===== src/qpe_pkg.sv =====
// package for the query parameter extractor: types, constants and helpers
package qpe_pkg;

  // key storage
  localparam int unsigned MAX_KEY_BYTES = 8;
  localparam int unsigned KEY_IDX_W     = $clog2(MAX_KEY_BYTES);
  localparam int unsigned KEY_W         = 8 * MAX_KEY_BYTES;

  // result queue
  localparam int unsigned MAX_RESULTS = 3;
  localparam int unsigned FIFO_DEPTH  = 4;
  localparam int unsigned PTR_W       = $clog2(FIFO_DEPTH);
  localparam int unsigned CNT_W       = $clog2(FIFO_DEPTH + 1);

  // configuration register indexes
  localparam int unsigned CFG_IDX_W = 1;
  localparam logic [CFG_IDX_W-1:0] REG_SEARCH_KEY = 1'b0;
  localparam logic [CFG_IDX_W-1:0] REG_KEY_LENGTH = 1'b1;

  // characters of interest
  localparam logic [7:0] CH_PERCENT = 8'h25;
  localparam logic [7:0] CH_PLUS    = 8'h2B;
  localparam logic [7:0] CH_AMP     = 8'h26;
  localparam logic [7:0] CH_EQ      = 8'h3D;
  localparam logic [7:0] CH_SPACE   = 8'h20;

  typedef enum logic [1:0] {
    PH_SEARCH = 2'd0,
    PH_VALUE  = 2'd1,
    PH_AFTER  = 2'd2
  } phase_e;

  typedef logic [MAX_KEY_BYTES-1:0][7:0] key_t;

  typedef struct packed {
    logic [7:0] query_byte;
    logic       last_byte;
  } in_t;

  typedef struct packed {
    logic [7:0] value_byte;
    logic       byte_valid;
    logic       done_res;
    logic       found;
  } out_t;

  typedef out_t [MAX_RESULTS-1:0] res_arr_t;

  typedef struct packed {
    phase_e     phase;
    logic [3:0] compare_index;
    logic       segment_start;
    logic       segment_mismatch;
    logic [1:0] escape_count;
    logic [7:0] held_digit;
    logic       key_found;
  } state_t;

  localparam state_t STATE_RESET = '{
    phase:            PH_SEARCH,
    compare_index:    4'd0,
    segment_start:    1'b1,
    segment_mismatch: 1'b0,
    escape_count:     2'd0,
    held_digit:       8'd0,
    key_found:        1'b0
  };

  // hex digit value, anything else counts as zero
  function automatic logic [3:0] hex_value(input logic [7:0] c);
    logic [7:0] v;
    v = 8'd0;
    if (c >= 8'h30 && c <= 8'h39) begin
      v = c - 8'h30;
    end else if (c >= 8'h41 && c <= 8'h46) begin
      v = c - 8'h41 + 8'd10;
    end else if (c >= 8'h61 && c <= 8'h66) begin
      v = c - 8'h61 + 8'd10;
    end
    return v[3:0];
  endfunction

endpackage


===== src/qpe_decoder.sv =====
// per-byte decision logic: next run state and the results one byte causes
module qpe_decoder (
  input  qpe_pkg::state_t   st_i,
  input  qpe_pkg::key_t     key_i,
  input  logic [3:0]        key_len_i,
  input  qpe_pkg::in_t      in_i,
  output qpe_pkg::state_t   st_o,
  output qpe_pkg::res_arr_t res_o,
  output logic [1:0]        res_cnt_o
);
  import qpe_pkg::*;

  state_t     nx;
  res_arr_t   res;
  logic [1:0] cnt;
  logic [3:0] len;
  logic [7:0] b;
  logic [7:0] kb;
  logic [7:0] held_out;

  // active key length, clipped to the key storage
  assign len = (key_len_i > 4'(MAX_KEY_BYTES)) ? 4'(MAX_KEY_BYTES) : key_len_i;
  assign b   = in_i.query_byte;
  assign kb  = key_i[st_i.compare_index[KEY_IDX_W-1:0]];

  always_comb begin
    nx       = st_i;
    res      = '0;
    cnt      = 2'd0;
    held_out = 8'd0;

    case (st_i.phase)
      // key matching within the current segment
      PH_SEARCH: begin
        if (!st_i.segment_start && b == CH_AMP) begin
          nx.segment_start    = 1'b1;
          nx.compare_index    = 4'd0;
          nx.segment_mismatch = 1'b0;
        end else begin
          nx.segment_start = 1'b0;
          if (!st_i.segment_mismatch) begin
            if (st_i.compare_index < len) begin
              if (b == kb) begin
                nx.compare_index = st_i.compare_index + 4'd1;
              end else begin
                nx.segment_mismatch = 1'b1;
              end
            end else if (b == CH_EQ) begin
              nx.key_found    = 1'b1;
              nx.phase        = PH_VALUE;
              nx.escape_count = 2'd0;
            end else begin
              nx.segment_mismatch = 1'b1;
            end
          end
        end
      end
      // value decoding
      PH_VALUE: begin
        if (b == CH_AMP) begin
          // flush a cut-short escape
          if (st_i.escape_count == 2'd1 || st_i.escape_count == 2'd2) begin
            res[cnt] = '{value_byte: CH_PERCENT, byte_valid: 1'b1,
                         done_res: 1'b0, found: 1'b0};
            cnt = cnt + 2'd1;
          end
          if (st_i.escape_count == 2'd2) begin
            held_out = (st_i.held_digit == CH_PLUS) ? CH_SPACE : st_i.held_digit;
            res[cnt] = '{value_byte: held_out, byte_valid: 1'b1,
                         done_res: 1'b0, found: 1'b0};
            cnt = cnt + 2'd1;
          end
          nx.escape_count = 2'd0;
          nx.phase        = PH_AFTER;
        end else if (st_i.escape_count == 2'd1) begin
          nx.held_digit   = b;
          nx.escape_count = 2'd2;
        end else if (st_i.escape_count == 2'd2) begin
          res[cnt] = '{value_byte: {hex_value(st_i.held_digit), hex_value(b)},
                       byte_valid: 1'b1, done_res: 1'b0, found: 1'b0};
          cnt = cnt + 2'd1;
          nx.escape_count = 2'd0;
        end else if (b == CH_PERCENT) begin
          nx.escape_count = 2'd1;
        end else if (b == CH_PLUS) begin
          res[cnt] = '{value_byte: CH_SPACE, byte_valid: 1'b1,
                       done_res: 1'b0, found: 1'b0};
          cnt = cnt + 2'd1;
        end else begin
          res[cnt] = '{value_byte: b, byte_valid: 1'b1,
                       done_res: 1'b0, found: 1'b0};
          cnt = cnt + 2'd1;
        end
      end
      // rest of the query is ignored
      PH_AFTER: begin
        nx = st_i;
      end
      default: begin
        nx = st_i;
      end
    endcase

    // end of query: flush any escape, report, restart the run
    if (in_i.last_byte) begin
      if (nx.phase == PH_VALUE) begin
        if (nx.escape_count == 2'd1 || nx.escape_count == 2'd2) begin
          res[cnt] = '{value_byte: CH_PERCENT, byte_valid: 1'b1,
                       done_res: 1'b0, found: 1'b0};
          cnt = cnt + 2'd1;
        end
        if (nx.escape_count == 2'd2) begin
          held_out = (nx.held_digit == CH_PLUS) ? CH_SPACE : nx.held_digit;
          res[cnt] = '{value_byte: held_out, byte_valid: 1'b1,
                       done_res: 1'b0, found: 1'b0};
          cnt = cnt + 2'd1;
        end
      end
      res[cnt] = '{value_byte: 8'd0, byte_valid: 1'b0,
                   done_res: 1'b1, found: nx.key_found};
      cnt = cnt + 2'd1;
      nx  = STATE_RESET;
    end
  end

  assign st_o      = nx;
  assign res_o     = res;
  assign res_cnt_o = cnt;

endmodule


===== src/query_parameter_extractor.sv =====
// top level of the query parameter extractor: run state, configuration and result queue
// One query byte is taken per transaction and decided in the cycle it is accepted; a byte
// may cause up to three results (a flushed escape of two bytes plus the done result), which
// go into a four-entry result queue, are registered there and leave one per cycle while the
// output is not stalled. The input is stalled while the queue holds more than one result, so
// a stream of ordinary bytes runs at one byte per cycle while the output is not stalled. The
// search key and its length are written through the configuration port; the user must write
// them only while no query is in flight, the block itself does not enforce it.
module query_parameter_extractor (
  input  logic                               clk_i,
  input  logic                               rst_ni,
  input  logic                               cfg_we_i,
  input  logic [qpe_pkg::CFG_IDX_W-1:0]      cfg_idx_i,
  input  logic [qpe_pkg::KEY_W-1:0]          cfg_data_i,
  input  logic                               in_valid_i,
  output logic                               in_stall_o,
  input  qpe_pkg::in_t                       in_data_i,
  output logic                               out_valid_o,
  input  logic                               out_stall_i,
  output qpe_pkg::out_t                      out_data_o
);
  import qpe_pkg::*;

  key_t             search_key_q;
  logic [3:0]       key_length_q;
  state_t           st_q, st_d;
  res_arr_t         res;
  logic [1:0]       res_cnt;
  out_t             fifo_q [FIFO_DEPTH];
  logic [PTR_W-1:0] wr_ptr_q, wr_ptr_d;
  logic [PTR_W-1:0] rd_ptr_q, rd_ptr_d;
  logic [CNT_W-1:0] count_q, count_d;
  logic             in_acc;
  logic             out_pop;
  logic [1:0]       push_n;

  // configuration registers
  always_ff @(posedge clk_i or negedge rst_ni) begin
    if (!rst_ni) begin
      search_key_q <= '0;
      key_length_q <= 4'd0;
    end else if (cfg_we_i) begin
      case (cfg_idx_i)
        REG_SEARCH_KEY: search_key_q <= cfg_data_i;
        REG_KEY_LENGTH: key_length_q <= cfg_data_i[3:0];
        default: ;
      endcase
    end
  end

  // per-byte decision
  qpe_decoder u_decoder (
    .st_i      (st_q),
    .key_i     (search_key_q),
    .key_len_i (key_length_q),
    .in_i      (in_data_i),
    .st_o      (st_d),
    .res_o     (res),
    .res_cnt_o (res_cnt)
  );

  // handshakes
  assign in_stall_o  = (count_q > CNT_W'(1));
  assign in_acc      = in_valid_i && !in_stall_o;
  assign out_valid_o = (count_q != '0);
  assign out_pop     = out_valid_o && !out_stall_i;
  assign out_data_o  = fifo_q[rd_ptr_q];
  assign push_n      = in_acc ? res_cnt : 2'd0;

  // run state
  always_ff @(posedge clk_i or negedge rst_ni) begin
    if (!rst_ni) begin
      st_q <= STATE_RESET;
    end else if (in_acc) begin
      st_q <= st_d;
    end
  end

  // queue pointers and fill count
  always_comb begin
    wr_ptr_d = wr_ptr_q + PTR_W'(push_n);
    rd_ptr_d = out_pop ? rd_ptr_q + PTR_W'(1) : rd_ptr_q;
    count_d  = count_q + CNT_W'(push_n) - CNT_W'(out_pop);
  end

  always_ff @(posedge clk_i or negedge rst_ni) begin
    if (!rst_ni) begin
      wr_ptr_q <= '0;
      rd_ptr_q <= '0;
      count_q  <= '0;
    end else begin
      wr_ptr_q <= wr_ptr_d;
      rd_ptr_q <= rd_ptr_d;
      count_q  <= count_d;
    end
  end

  // queue entries
  always_ff @(posedge clk_i) begin
    for (int k = 0; k < MAX_RESULTS; k++) begin
      if (in_acc && (2'(k) < res_cnt)) begin
        fifo_q[wr_ptr_q + PTR_W'(k)] <= res[k];
      end
    end
  end

`ifndef SYNTHESIS
  a_count_bound: assert property (@(posedge clk_i) disable iff (!rst_ni)
    count_q <= CNT_W'(FIFO_DEPTH))
    else $error("result queue count beyond depth");

  a_room_on_accept: assert property (@(posedge clk_i) disable iff (!rst_ni)
    in_acc |-> (count_q <= CNT_W'(1)))
    else $error("byte accepted without room for its results");

  a_count_idle: assert property (@(posedge clk_i) disable iff (!rst_ni)
    (!in_acc && !out_pop) |=> $stable(count_q))
    else $error("queue count moved without a transaction");

  a_run_restart: assert property (@(posedge clk_i) disable iff (!rst_ni)
    (in_acc && in_data_i.last_byte) |=>
      (st_q.phase == PH_SEARCH && st_q.segment_start && !st_q.key_found))
    else $error("run state not restarted after the last byte");
`endif

endmodule

===== config.mk =====
export PLATFORM = sky130hd
export DESIGN_NAME = query_parameter_extractor
export DESIGN_NICKNAME = d
export VERILOG_FILES = /design/src/qpe_pkg.sv /design/src/qpe_decoder.sv /design/src/query_parameter_extractor.sv
export SDC_FILE = /design/constraint.sdc
export NUM_CORES = 1
export LEC_CHECK = 0
export BUFFER_PORTS_ARGS = -buffer_cell sky130_fd_sc_hd__buf_2
export CORE_MARGIN = 2
export CORE_UTILIZATION = 26
export CTS_CLUSTER_DIAMETER = 100
export DETAILED_ROUTE_END_ITERATION = 8
export HOLD_SLACK_MARGIN = 0.06
export PLACE_DENSITY = 0.5
export SYNTH_ARGS = -nofsm -noshare
export SYNTH_HDL_FRONTEND = slang
export SYNTH_HIERARCHICAL = 1
export SYNTH_SLANG_ARGS = --single-unit

===== constraint.sdc =====
create_clock -name clk_i -period 6.4 [get_ports clk_i]
set_clock_uncertainty 0.05 [all_clocks]
set_input_delay 0.32 -clock clk_i [delete_from_list [all_inputs] [get_ports clk_i]]
set_output_delay 0.32 -clock clk_i [all_outputs]
set_load 0.005 [all_outputs]

==> results of run 1 <==
==> power breakdown <==
group | internal, uW | switching, uW
combinational | 315 | 370
clock | 504 | 425
sequential | 1020 | 98.8
==> sequential cells by signal (all words and copies together) (netlist names) <==
name and cells:
fifo_q 44, key_length_q 4, st_q 19, rd_ptr_q 2, count_q 3, search_key_q 64, wr_ptr_q 2
==> what timing repair did <==
action / CTS / global route
endpoints found under the hold margin: 91 / 0
resized for setup: 0 / 0
hold buffers: 52 / 0
==> kinds of logic (layout without fill, tap and decap cells) <==
logic type      after synthesis  in the layout  synth area share
flops                       138            138             0.400
compound gates              204            204             0.136
buf+inv                     101            223            0.0513
xor+xnor                     20             20            0.0191
fa+ha+maj                    33             33            0.0458
mux                         130            130             0.188
simple gates                265            265             0.159
other cells                   0              1                 0
==> worst max-delay path, stage by stage, from the launching register on <==
cell                       delay [ns]
sky130_fd_sc_hd__dfrtp_1         0.38
sky130_fd_sc_hd__inv_1           0.09
sky130_fd_sc_hd__nand2_1         0.06
sky130_fd_sc_hd__ha_1            0.29
sky130_fd_sc_hd__and3_1          0.14
sky130_fd_sc_hd__a221oi_1        0.08
sky130_fd_sc_hd__or3_1           0.44
sky130_fd_sc_hd__a21o_1          0.20
sky130_fd_sc_hd__a21oi_1         0.19
sky130_fd_sc_hd__ha_1            0.37
sky130_fd_sc_hd__nand2b_1        0.22
sky130_fd_sc_hd__and2_1          0.21
sky130_fd_sc_hd__ha_1            0.28
sky130_fd_sc_hd__or3b_2          0.46
sky130_fd_sc_hd__o311a_1         0.17
sky130_fd_sc_hd__ha_1            0.28
sky130_fd_sc_hd__mux2i_1         0.35
sky130_fd_sc_hd__and4bb_4        0.42
sky130_fd_sc_hd__buf_4           0.36
sky130_fd_sc_hd__nand3_1         0.51
sky130_fd_sc_hd__a31oi_1         0.36
==> layout by cell type (no fill, tap or decap), types with 9 or more instances in the layout <==
master / netlist / final
sky130_fd_sc_hd__mux4_2: 18 / 18
sky130_fd_sc_hd__nand2_1: 42 / 42
sky130_fd_sc_hd__nand2b_1: 9 / 9
sky130_fd_sc_hd__a31oi_1: 37 / 37
sky130_fd_sc_hd__ha_1: 32 / 32
sky130_fd_sc_hd__inv_1: 26 / 26
sky130_fd_sc_hd__xor2_1: 12 / 12
sky130_fd_sc_hd__nand3_1: 31 / 31
sky130_fd_sc_hd__buf_4: 5 / 23
sky130_fd_sc_hd__nand4b_1: 14 / 14
sky130_fd_sc_hd__dlygate4sd3_1: 0 / 52
sky130_fd_sc_hd__a21oi_1: 34 / 34
sky130_fd_sc_hd__nor3_1: 44 / 44
sky130_fd_sc_hd__a2bb2oi_1: 12 / 12
sky130_fd_sc_hd__dfrtp_1: 93 / 93
sky130_fd_sc_hd__clkbuf_16: 0 / 17
sky130_fd_sc_hd__edfxtp_1: 44 / 44
sky130_fd_sc_hd__nor2_1: 43 / 43
sky130_fd_sc_hd__mux2i_1: 16 / 16
sky130_fd_sc_hd__buf_2: 27 / 90
sky130_fd_sc_hd__o21ai_0: 73 / 73
sky130_fd_sc_hd__nand4_1: 12 / 12
sky130_fd_sc_hd__mux2_2: 91 / 91
sky130_fd_sc_hd__and3b_1: 11 / 11
==> stage by stage <==
step                      area [sq um]  utilization
after floorplan                   9180            -
after global placement           10000        0.289
after detailed placement         10000        0.289
after CTS                        11100        0.320
after global routing             11100        0.320
final                            11100        0.320
==> how the worst min path moves through the flow <==
stage | endpoint | cells past startpoint | slack (ns) | start
floorplan | count_q[0]$_DFF_PN0_ | 0 | -0.03 | rst_ni
global placement | search_key_q[61]$_DFFE_PN0P_ | 1 | 0.30 | rst_ni
detailed placement | search_key_q[62]$_DFFE_PN0P_ | 1 | 0.30 | rst_ni
CTS | search_key_q[44]$_DFFE_PN0P_ | 2 | 0.06 | cfg_data_i[44]
global route | search_key_q[32]$_DFFE_PN0P_ | 2 | 0.07 | cfg_data_i[32]
finish | search_key_q[15]$_DFFE_PN0P_ | 2 | 0.07 | cfg_data_i[15]
==> layer usage <==
metal,track usage,share of wire
met1,0.194,0.45
met2,0.239,0.47
met3,0.0444,0.067
met4,0.0373,0.015
met5,0,0.00090
==> final cells by class <==
type                       instances  area (sq um)
clock inverter                    13           111
antenna                            1          2.50
multi-input combinational        652          5040
fill                            3557         23600
tap                              455           569
timing repair buffer             165          1140
clock buffer                      18           429
sequential                       138          3670
inverter                          27           101
==> metrics.txt, run 1 <==
# TYPE chip_impl_metric gauge
chip_impl_metric{name="post_route_setup_slack",unit="ns"} 0.259
chip_impl_info{name="most_frequent_cell_after_synthesis",value="sky130_fd_sc_hd__dfrtp_1"} 1
chip_impl_metric{name="critical_path.max_fanout",unit=""} 36
chip_impl_metric{name="clk_path_buf_depth",unit=""} 2
chip_impl_metric{name="grt-ovfl-total",unit=""} 0
chip_impl_metric{name="clock-sinks",unit=""} 138
chip_impl_metric{name="clock_insertion_delay_worst_skew",unit="ns"} 0.44
chip_impl_metric{name="final-setup-viol-count",unit=""} 0
chip_impl_metric{name="post_cts_buffers",unit=""} 0
chip_impl_metric{name="grt_first_pass_wirelength",unit="microns"} 42400
chip_impl_info{name="setup.worst_path.class",value="reg2reg"} 1
chip_impl_metric{name="core.rowCount",unit=""} 68
chip_impl_info{name="netlist_top_cells_area",value="sky130_fd_sc_hd__dfrtp_1 (25%), sky130_fd_sc_hd__edfxtp_1 (14%), sky130_fd_sc_hd__mux2_2 (11%)"} 1
chip_impl_metric{name="grt_start_max_net_pins",unit=""} 65
chip_impl_metric{name="area_overhead_of_the_layout_relative_to_synthesis",unit="%"} 20.6
chip_impl_metric{name="ir_worst_vdd",unit="mV"} 0.172
chip_impl_metric{name="finalPower",unit="uW"} 2730
chip_impl_info{name="setup.worst_path.start_class",value="flip-flop"} 1
chip_impl_metric{name="timing.final.crit_period",unit="ns"} 6.14
chip_impl_metric{name="antenna_violating_nets_post_route",unit=""} 0
chip_impl_metric{name="detailedPlace.worstSlack",unit="ns"} 0.297
chip_impl_metric{name="r2r.worst_path.cells",unit=""} 20
chip_impl_metric{name="detailedRoute.firstIterationViolations",unit=""} 516
chip_impl_metric{name="async_flop_share",unit=""} 0.681
chip_impl_metric{name="final.period_utilization",unit=""} 0.960
chip_impl_metric{name="synth.distinct_cells",unit=""} 66
chip_impl_metric{name="finalHoldViolations",unit=""} 0
chip_impl_metric{name="die-height",unit="microns"} 192
chip_impl_metric{name="dp_cells",unit=""} 1385
chip_impl_metric{name="relSlewSlack",unit=""} 0.241
chip_impl_metric{name="design.final.nets",unit=""} 1113
chip_impl_info{name="synth_area_leader_cell",value="sky130_fd_sc_hd__dfrtp_1"} 1
chip_impl_info{name="r2r_end",value="fifo_q[1][10]$_DFFE_PP_"} 1
chip_impl_metric{name="ff_to_ff_setup_slack",unit="ns"} 0.26
chip_impl_metric{name="fmax",unit="GHz"} 0.163
chip_impl_metric{name="numCtsBuffers",unit=""} 17
chip_impl_metric{name="syn_inst",unit=""} 891
chip_impl_metric{name="tightest_slew",unit="ns"} 1.14
chip_impl_metric{name="syn_area",unit="sq um"} 9180
chip_impl_metric{name="grt_antenna_before_repair",unit=""} 4
chip_impl_metric{name="post_route_cells_drive_above_1_share",unit=""} 0.261
chip_impl_metric{name="grt_util_all_layers",unit=""} 0.148
chip_impl_metric{name="boundaryPins",unit=""} 92
chip_impl_info{name="synth-main-ff-cell",value="sky130_fd_sc_hd__dfrtp_1"} 1
chip_impl_metric{name="die_area",unit="sq um"} 36800
chip_impl_info{name="synth.cells.most_frequent",value="sky130_fd_sc_hd__dfrtp_1 (93), sky130_fd_sc_hd__mux2_2 (91), sky130_fd_sc_hd__o21ai_0 (73), sky130_fd_sc_hd__edfxtp_1 (44), sky130_fd_sc_hd__nor3_1 (44)"} 1
chip_impl_metric{name="via_count_of_the_first_global_routing_pass",unit=""} 7482
chip_impl_metric{name="cap_violations",unit=""} 0
chip_impl_metric{name="htreeDepth",unit=""} 4
chip_impl_metric{name="worst_endpoint_data_arrival_time",unit="ns"} 6.35
chip_impl_info{name="rsz_0062_raised_after_global_routing",value="false"} 1
chip_impl_metric{name="synthesis.yosys.warnings",unit=""} 6
chip_impl_metric{name="floorplan.die.width",unit="microns"} 192
chip_impl_metric{name="routed_via_density",unit=""} 5.14
chip_impl_metric{name="floorplan.initialDensity",unit=""} 0.265
chip_impl_metric{name="avgRoutedWirePerCell",unit="microns"} 18.2
chip_impl_metric{name="timing.critical_path.required",unit="ns"} 6.61
chip_impl_info{name="crit_start",value="key_length_q[3]$_DFFE_PN0P_"} 1
chip_impl_metric{name="leakagePower",unit="uW"} 0.00429
chip_impl_metric{name="finalWirelength",unit="microns"} 26700
chip_impl_metric{name="ys_seq_area_frac",unit=""} 0.400
chip_impl_metric{name="finalSetupTns",unit="ns"} 0
chip_impl_info{name="clock-root-buffer",value="sky130_fd_sc_hd__clkbuf_16"} 1
chip_impl_info{name="status",value="finished clean"} 1
chip_impl_info{name="worst_hold_path_type",value="in2reg"} 1
chip_impl_metric{name="synthesis_stage_register_bit_count",unit=""} 138
chip_impl_metric{name="avgSynthCellArea",unit="sq um"} 10.3
chip_impl_info{name="worst_r2r_startpoint",value="key_length_q[3]$_DFFE_PN0P_"} 1
chip_impl_metric{name="stdcell_count",unit=""} 1469
chip_impl_metric{name="synth.top_cell.area_share",unit=""} 0.254
chip_impl_metric{name="power_density",unit="nW/um^2"} 246
chip_impl_metric{name="drc",unit=""} 0
chip_impl_metric{name="synth_edf_count",unit=""} 44
chip_impl_metric{name="path_clk_slew",unit="ns"} 0.07
chip_impl_metric{name="core_region_area",unit="sq um"} 34600
chip_impl_info{name="cts_tree",value="built"} 1
chip_impl_metric{name="holdWs",unit="ns"} 0.0712
chip_impl_metric{name="gp_congestion",unit=""} 0.819
chip_impl_metric{name="io_buffer_count",unit=""} 91
chip_impl_metric{name="dp_hpwl",unit="microns"} 18400
chip_impl_metric{name="syn_nets",unit=""} 1003
chip_impl_metric{name="drt_pass1_iterations",unit=""} 5
chip_impl_info{name="timing.critical_path.to",value="fifo_q[1][10]$_DFFE_PP_"} 1
chip_impl_info{name="setup.worst_path.end_class",value="flip-flop"} 1
chip_impl_metric{name="finalMaxSlewViolations",unit=""} 0
chip_impl_metric{name="vias",unit=""} 7552
Power figures use the tool's default switching activity.
==> run 2, diff against run 1 <==
Settings changed: CORE_ASPECT_RATIO set to 0.9, CTS_BUF_LIST set to sky130_fd_sc_hd__clkbuf_2 sky130_fd_sc_hd__clkbuf_4 sky130_fd_sc_hd__clkbuf_8.
==> metrics.txt, run 2 (synthesis gave the netlist of run 1 again) <==
# TYPE chip_impl_metric gauge
chip_impl_info{name="status",value="finished clean"} 1
chip_impl_metric{name="stdcell_count",unit=""} 1494
chip_impl_metric{name="path_clk_slew",unit="ns"} 0.08
chip_impl_metric{name="timing.final.crit_period",unit="ns"} 6.02
chip_impl_metric{name="cap_violations",unit=""} 0
chip_impl_metric{name="finalMaxSlewViolations",unit=""} 0
chip_impl_metric{name="multi_input_comb_area",unit="sq um"} 5060
chip_impl_metric{name="relSlewSlack",unit=""} 0.0921
chip_impl_metric{name="avgRoutedWirePerCell",unit="microns"} 18.5
chip_impl_metric{name="drt_pass1_iterations",unit=""} 6
chip_impl_metric{name="antenna_violating_nets_post_route",unit=""} 0
chip_impl_metric{name="cp_slowest_stage_delay",unit="ns"} 0.46
chip_impl_metric{name="ir_worst_vdd",unit="mV"} 0.151
chip_impl_metric{name="vias",unit=""} 7665
chip_impl_metric{name="timing.critical_path.required",unit="ns"} 6.57
chip_impl_metric{name="fmax",unit="GHz"} 0.166
chip_impl_info{name="critical-path-top-delay-family",value="simple AND/OR/NAND/NOR gates"} 1
chip_impl_metric{name="boundaryPins",unit=""} 92
chip_impl_metric{name="grt_start_max_net_pins",unit=""} 79
chip_impl_metric{name="drc",unit=""} 0
chip_impl_metric{name="finalPower",unit="uW"} 2660
chip_impl_info{name="path_cells",value="inv_1, nand2_1, ha_1, and3_1, a221oi_1, or3_1, a21o_1, a21oi_1, ha_1, nand2b_1, and2_1, ha_1, or3b_2, o311a_1, ha_1, mux2i_2, and4bb_4, buf_4, nand2_1, a2bb2oi_1"} 1
chip_impl_metric{name="numCtsBuffers",unit=""} 17
chip_impl_metric{name="detailedRoute.firstIterationViolations",unit=""} 685
chip_impl_metric{name="gp_congestion",unit=""} 0.816
chip_impl_metric{name="register_area",unit="sq um"} 3670
chip_impl_metric{name="clk_path_buf_depth",unit=""} 2
chip_impl_metric{name="worst_endpoint_data_arrival_time",unit="ns"} 6.19
chip_impl_metric{name="via_count_of_the_first_global_routing_pass",unit=""} 7763
chip_impl_metric{name="critical_path.max_fanout",unit=""} 24
chip_impl_metric{name="routed_via_density",unit=""} 5.13
chip_impl_info{name="registers.top_by_ff_count",value="search_key_q"} 1
chip_impl_metric{name="post_dp_cell_area",unit="sq um"} 10000
chip_impl_metric{name="io_buffer_count",unit=""} 91
chip_impl_metric{name="layout.cell_area.non_filler",unit="sq um"} 11100
chip_impl_info{name="reg.largest.list",value="search_key_q (64), fifo_q (44), st_q (19)"} 1
chip_impl_metric{name="final.period_utilization",unit=""} 0.940
chip_impl_metric{name="floorplan.die.width",unit="microns"} 202
chip_impl_metric{name="power_density",unit="nW/um^2"} 239
chip_impl_info{name="setup.worst_path.start_class",value="flip-flop"} 1
chip_impl_metric{name="largest_reg_flops",unit=""} 64
chip_impl_metric{name="grt-ovfl-total",unit=""} 0
chip_impl_metric{name="final-setup-viol-count",unit=""} 0
chip_impl_metric{name="htreeDepth",unit=""} 4
chip_impl_metric{name="finalHoldViolations",unit=""} 0
chip_impl_metric{name="grt_first_pass_wirelength",unit="microns"} 43700
chip_impl_metric{name="core.rowCount",unit=""} 65
chip_impl_info{name="cts_tree",value="built"} 1
chip_impl_metric{name="tightest_slew",unit="ns"} 1.36
chip_impl_info{name="timing.critical_path.slowest_stage_cell",value="sky130_fd_sc_hd__or3b_2"} 1
chip_impl_metric{name="grt_antenna_before_repair",unit=""} 1
chip_impl_info{name="rsz_0062_raised_after_global_routing",value="false"} 1
chip_impl_metric{name="die-height",unit="microns"} 182
chip_impl_info{name="worst_path_most_repeated_cell",value="sky130_fd_sc_hd__ha_1"} 1
chip_impl_metric{name="core_region_area",unit="sq um"} 34900
chip_impl_metric{name="grt_util_all_layers",unit=""} 0.151
chip_impl_metric{name="clock_insertion_delay_worst_skew",unit="ns"} 0.47
chip_impl_metric{name="design.final.nets",unit=""} 1124
chip_impl_metric{name="post_route_cells_drive_above_1_share",unit=""} 0.260
chip_impl_metric{name="leakagePower",unit="uW"} 0.00430
chip_impl_metric{name="finalSetupTns",unit="ns"} 0
chip_impl_info{name="clock-root-buffer",value="sky130_fd_sc_hd__clkbuf_8"} 1
chip_impl_info{name="setup.worst_path.end_class",value="flip-flop"} 1
chip_impl_metric{name="crit_buf_inv",unit=""} 2
chip_impl_metric{name="dp_cells",unit=""} 1396
chip_impl_metric{name="die_area",unit="sq um"} 36800
chip_impl_info{name="most_frequent_standard_cell_in_the_layout_excluding_fill_and_tap_cells",value="sky130_fd_sc_hd__dfrtp_1"} 1
chip_impl_metric{name="clock-sinks",unit=""} 138
chip_impl_info{name="setup.worst_path.class",value="reg2reg"} 1
chip_impl_metric{name="n_fill_cell",unit=""} 3542
chip_impl_metric{name="post_cts_buffers",unit=""} 0
chip_impl_metric{name="area_overhead_of_the_layout_relative_to_synthesis",unit="%"} 21.3
chip_impl_info{name="worst_hold_path_type",value="in2reg"} 1
chip_impl_metric{name="floorplan.initialDensity",unit=""} 0.263
chip_impl_metric{name="finalWirelength",unit="microns"} 27600
chip_impl_info{name="layout.cells.most_common_list",value="sky130_fd_sc_hd__dfrtp_1 (93), sky130_fd_sc_hd__mux2_2 (91), sky130_fd_sc_hd__buf_2 (90)"} 1
chip_impl_metric{name="antenna_cells_inserted",unit=""} 0
chip_impl_metric{name="postLayoutCoreUtil",unit=""} 0.319
chip_impl_metric{name="dp_hpwl",unit="microns"} 18700
-- run 2: worst reg2reg max path: stages, from the launching register on --
cell                        delay [ns]
sky130_fd_sc_hd__dfrtp_1          0.39
sky130_fd_sc_hd__inv_1            0.10
sky130_fd_sc_hd__nand2_1          0.06
sky130_fd_sc_hd__ha_1             0.28
sky130_fd_sc_hd__and3_1           0.15
sky130_fd_sc_hd__a221oi_1         0.11
sky130_fd_sc_hd__or3_1            0.43
sky130_fd_sc_hd__a21o_1           0.20
sky130_fd_sc_hd__a21oi_1          0.23
sky130_fd_sc_hd__ha_1             0.38
sky130_fd_sc_hd__nand2b_1         0.21
sky130_fd_sc_hd__and2_1           0.20
sky130_fd_sc_hd__ha_1             0.27
sky130_fd_sc_hd__or3b_2           0.46
sky130_fd_sc_hd__o311a_1          0.16
sky130_fd_sc_hd__ha_1             0.29
sky130_fd_sc_hd__mux2i_2          0.36
sky130_fd_sc_hd__and4bb_4         0.44
sky130_fd_sc_hd__buf_4            0.31
sky130_fd_sc_hd__nand2_1          0.42
sky130_fd_sc_hd__a2bb2oi_1        0.27
-- run 2: final cells by class --
| class | instances | share of cell area |
|---|---|---|
| multi-input cells | 653 | 0.455 |
| clock inverters | 13 | 0.0183 |
| flip-flops and latches | 138 | 0.330 |
| inverters | 27 | 0.00910 |
| well taps | 469 | 0.0527 |
| clock buffers | 19 | 0.0229 |
| repair buffers | 175 | 0.112 |
-- run 2: timing repair --
| action | 4_1_cts | 5_1_grt |
|---|---|---|
| gates resized for setup | 0 | 4 |
| setup endpoints to repair | 0 | 34 |
| hold endpoints to repair | 105 | 0 |
| hold buffers | 65 | 0 |
-- run 2: power by group --
group | switching, uW | internal (uW)
Clock | 391 | 451
Combinational | 347 | 317
Sequential | 138 | 1010
Total | 876 | 1780
-- run 2: per-stage QoR --
stage,hold slack (ns),worst slack [ns]
finish,0.110,0.381
floorplan,-0.0256,0.767
detailed placement,0.278,0.268
global placement,0.278,0.455
global route,0.100,0.0286
CTS,0.0683,0.262
-- run 2: routing by layer --
layer	track usage	vias to the layer above	part of all wire
met3	0.0300	62	0.055
met5	0	-	0.00047
met4	0.0662	2	0.033
met2	0.239	262	0.45
li1	-	3594	-
met1	0.200	3745	0.46
-- run 2: path summary, 6_finish.rpt --
path,from,endpoint,slack (ns),cells after the start
setup / recovery,key_length_q[3]$_DFFE_PN0P_,fifo_q[2][10]$_DFFE_PP_,0.38,20
hold / removal,out_stall_i,rd_ptr_q[1]$_DFFE_PN0P_,0.11,3
setup reg to reg,key_length_q[3]$_DFFE_PN0P_,fifo_q[2][10]$_DFFE_PP_,0.38,20
hold reg to reg,search_key_q[51]$_DFFE_PN0P_,search_key_q[51]$_DFFE_PN0P_,0.46,1
max in group asynchronous,rst_ni,search_key_q[51]$_DFFE_PN0P_,4.85,3
min in group asynchronous,rst_ni,search_key_q[23]$_DFFE_PN0P_,0.29,2
==> run 3, diff against run 2 <==
Settings changed: MAX_ROUTING_LAYER set to met4.
==> metrics.txt, run 3 (synthesis gave the netlist of run 1 again) <==
# TYPE chip_impl_metric gauge
chip_impl_info{name="status",value="finished clean"} 1
chip_impl_metric{name="drc",unit=""} 0
chip_impl_metric{name="io_buffer_count",unit=""} 91
chip_impl_metric{name="cp_slowest_stage_delay",unit="ns"} 0.53
chip_impl_metric{name="critical_path.max_fanout",unit=""} 78
chip_impl_metric{name="gp_congestion",unit=""} 0.829
chip_impl_metric{name="path_clk_slew",unit="ns"} 0.08
chip_impl_metric{name="boundaryPins",unit=""} 92
chip_impl_metric{name="grt_first_pass_wirelength",unit="microns"} 43600
chip_impl_metric{name="timing.critical_path.required",unit="ns"} 6.66
chip_impl_metric{name="drt_pass1_iterations",unit=""} 5
chip_impl_info{name="setup.worst_path.start_class",value="flip-flop"} 1
chip_impl_info{name="registers.top_by_ff_count",value="search_key_q"} 1
chip_impl_metric{name="p_int",unit="uW"} 1780
chip_impl_metric{name="postLayoutCoreUtil",unit=""} 0.319
chip_impl_metric{name="die-height",unit="microns"} 182
chip_impl_metric{name="relSlewSlack",unit=""} 0.128
chip_impl_info{name="worst_hold_path_type",value="in2reg"} 1
chip_impl_metric{name="finalSetupTns",unit="ns"} 0
chip_impl_metric{name="core.rowCount",unit=""} 65
chip_impl_metric{name="power.clock.fraction",unit=""} 0.317
chip_impl_metric{name="dp_hpwl",unit="microns"} 18700
chip_impl_metric{name="fmax",unit="GHz"} 0.167
chip_impl_metric{name="largest_reg_flops",unit=""} 64
chip_impl_metric{name="multi_input_comb_area",unit="sq um"} 5060
chip_impl_metric{name="clk_path_buf_depth",unit=""} 2
chip_impl_metric{name="area_overhead_of_the_layout_relative_to_synthesis",unit="%"} 21.4
chip_impl_info{name="cts_tree",value="built"} 1
chip_impl_metric{name="final-setup-viol-count",unit=""} 0
chip_impl_info{name="worst_path_most_repeated_cell",value="sky130_fd_sc_hd__ha_1"} 1
chip_impl_metric{name="finalMaxSlewViolations",unit=""} 0
chip_impl_metric{name="power.sequential.fraction",unit=""} 0.433
chip_impl_metric{name="register_area",unit="sq um"} 3670
chip_impl_metric{name="clock_insertion_delay_worst_skew",unit="ns"} 0.47
chip_impl_metric{name="via_count_of_the_first_global_routing_pass",unit=""} 7751
chip_impl_info{name="setup.worst_path.class",value="reg2reg"} 1
chip_impl_metric{name="detailedRoute.firstIterationViolations",unit=""} 705
chip_impl_metric{name="clock-sinks",unit=""} 138
chip_impl_metric{name="timing.final.crit_period",unit="ns"} 5.99
chip_impl_metric{name="worst_endpoint_data_arrival_time",unit="ns"} 6.25
chip_impl_metric{name="power.combinational.fraction",unit=""} 0.250
chip_impl_metric{name="floorplan.die.width",unit="microns"} 202
chip_impl_metric{name="finalHoldViolations",unit=""} 0
chip_impl_metric{name="floorplan.initialDensity",unit=""} 0.263
chip_impl_info{name="setup.worst_path.end_class",value="flip-flop"} 1
chip_impl_metric{name="vias",unit=""} 7710
chip_impl_metric{name="post_cts_buffers",unit=""} 0
chip_impl_metric{name="p_sw",unit="uW"} 871
chip_impl_metric{name="htreeDepth",unit=""} 4
chip_impl_metric{name="tightest_slew",unit="ns"} 1.31
chip_impl_metric{name="cap_violations",unit=""} 0
chip_impl_metric{name="finalWirelength",unit="microns"} 27600
chip_impl_metric{name="leakagePower",unit="uW"} 0.00430
chip_impl_metric{name="numCtsBuffers",unit=""} 17
chip_impl_metric{name="grt_antenna_before_repair",unit=""} 1
chip_impl_metric{name="hold-path-cell-count",unit=""} 3
chip_impl_metric{name="core_region_area",unit="sq um"} 34900
chip_impl_metric{name="power.switching_fraction",unit=""} 0.328
chip_impl_info{name="rsz_0062_raised_after_global_routing",value="false"} 1
chip_impl_metric{name="n_fill_cell",unit=""} 3543
chip_impl_metric{name="routed_via_density",unit=""} 5.16
chip_impl_info{name="path_cells",value="inv_1, nand2_1, ha_1, and3_1, a221oi_1, or3_1, a21o_1, a21oi_1, ha_1, nand2b_1, and2_1, ha_1, or3b_2, o311a_1, ha_1, mux2i_4, and4bb_4, inv_2, buf_4, or2_2, a31oi_1"} 1
chip_impl_metric{name="antenna_violating_nets_post_route",unit=""} 0
chip_impl_info{name="most_frequent_standard_cell_in_the_layout_excluding_fill_and_tap_cells",value="sky130_fd_sc_hd__dfrtp_1"} 1
chip_impl_metric{name="avgRoutedWirePerCell",unit="microns"} 18.4
chip_impl_metric{name="grt_util_all_layers",unit=""} 0.155
chip_impl_metric{name="final.period_utilization",unit=""} 0.936
chip_impl_info{name="reg.largest.list",value="search_key_q (64), fifo_q (44), st_q (19)"} 1
chip_impl_info{name="layout.cells.most_common_list",value="sky130_fd_sc_hd__dfrtp_1 (93), sky130_fd_sc_hd__mux2_2 (91), sky130_fd_sc_hd__buf_2 (90)"} 1
chip_impl_metric{name="die_area",unit="sq um"} 36800
chip_impl_metric{name="ir_worst_vdd",unit="mV"} 0.151
chip_impl_metric{name="grt_start_max_net_pins",unit=""} 79
chip_impl_metric{name="grt-ovfl-total",unit=""} 0
chip_impl_info{name="timing.critical_path.slowest_stage_cell",value="sky130_fd_sc_hd__or2_2"} 1
chip_impl_metric{name="post_route_cells_drive_above_1_share",unit=""} 0.260
chip_impl_metric{name="r2r.worst_path.cells",unit=""} 21
chip_impl_metric{name="power_density",unit="nW/um^2"} 238
chip_impl_metric{name="design.final.nets",unit=""} 1124
chip_impl_info{name="clock-root-buffer",value="sky130_fd_sc_hd__clkbuf_8"} 1
==> run 3: cell count changes in the layout (fill, tap and decap cells not counted), sizes merged <==
cell | previous run | this run
diode | 0 | 1
==> run 3: final cells by class <==
type                            instances  area share
Sequential cell                       138       0.330
Inverter                               27     0.00910
Timing Repair Buffer                  175       0.112
Clock inverter                         13      0.0183
Antenna cell                            1    0.000225
Clock buffer                           19      0.0229
Tap cell                              469      0.0527
Multi-Input combinational cell        653       0.455
==> run 3: worst paths after layout <==
| path | start | slack (ns) | to |
|---|---|---|---|
| max | key_length_q[3]$_DFFE_PN0P_ | 0.41 | fifo_q[0][9]$_DFFE_PP_ |
| min in group asynchronous | rst_ni | 0.30 | search_key_q[23]$_DFFE_PN0P_ |
| max in group asynchronous | rst_ni | 4.85 | search_key_q[11]$_DFFE_PN0P_ |
| max reg2reg | key_length_q[3]$_DFFE_PN0P_ | 0.41 | fifo_q[0][9]$_DFFE_PP_ |
| min | out_stall_i | 0.11 | rd_ptr_q[1]$_DFFE_PN0P_ |
| min reg2reg | search_key_q[51]$_DFFE_PN0P_ | 0.46 | search_key_q[51]$_DFFE_PN0P_ |
==> run 3: power groups by stage <==
stage / Clock [uW] / Combinational (uW) / Sequential, uW
2_1_floorplan: 0 / 486 / 1080
3_3_place_gp: 0 / 622 / 1160
3_5_place_dp: 0 / 629 / 1170
4_1_cts: 871 / 661 / 1150
5_1_grt: 893 / 717 / 1170
6_report: 841 / 662 / 1150
==> run 3: what timing repair did <==
action,in CTS,in global routing
gates resized for setup,0,3
endpoints found under the setup margin,0,34
endpoints found under the hold margin,105,0
hold buffers,65,0
==> run 3: critical path: cells and delay by family (launching register included) <==
kind,cells,cell delay [ns]
flops,1,0.39
simple gates,8,2.46
compound gates,5,0.92
mux,1,0.25
buf+inv,3,0.49
fa+ha+maj,4,1.24
==> run 3: through the flow <==
stage	instances	instance area [sq um]	setup WS, ns	hold WS [ns]	total power (uW)
5_1_grt	1495	11100	0.0558	0.100	2780
3_5_place_dp	1396	10000	0.268	0.278	1800
3_3_place_gp	1396	10000	0.455	0.278	1790
4_1_cts	1493	11100	0.262	0.0683	2680
6_report	1495	11100	0.411	0.114	2650
2_1_floorplan	891	9180	0.767	-0.0256	1560
==> run 3: layer usage <==
layer | vias to the layer above | part of all wire | GRT usage
met5 | - | 0 | -
met4 | 0 | 0.031 | 0.0662
met3 | 61 | 0.048 | 0.0279
met2 | 254 | 0.46 | 0.238
met1 | 3795 | 0.47 | 0.201
li1 | 3600 | - | -
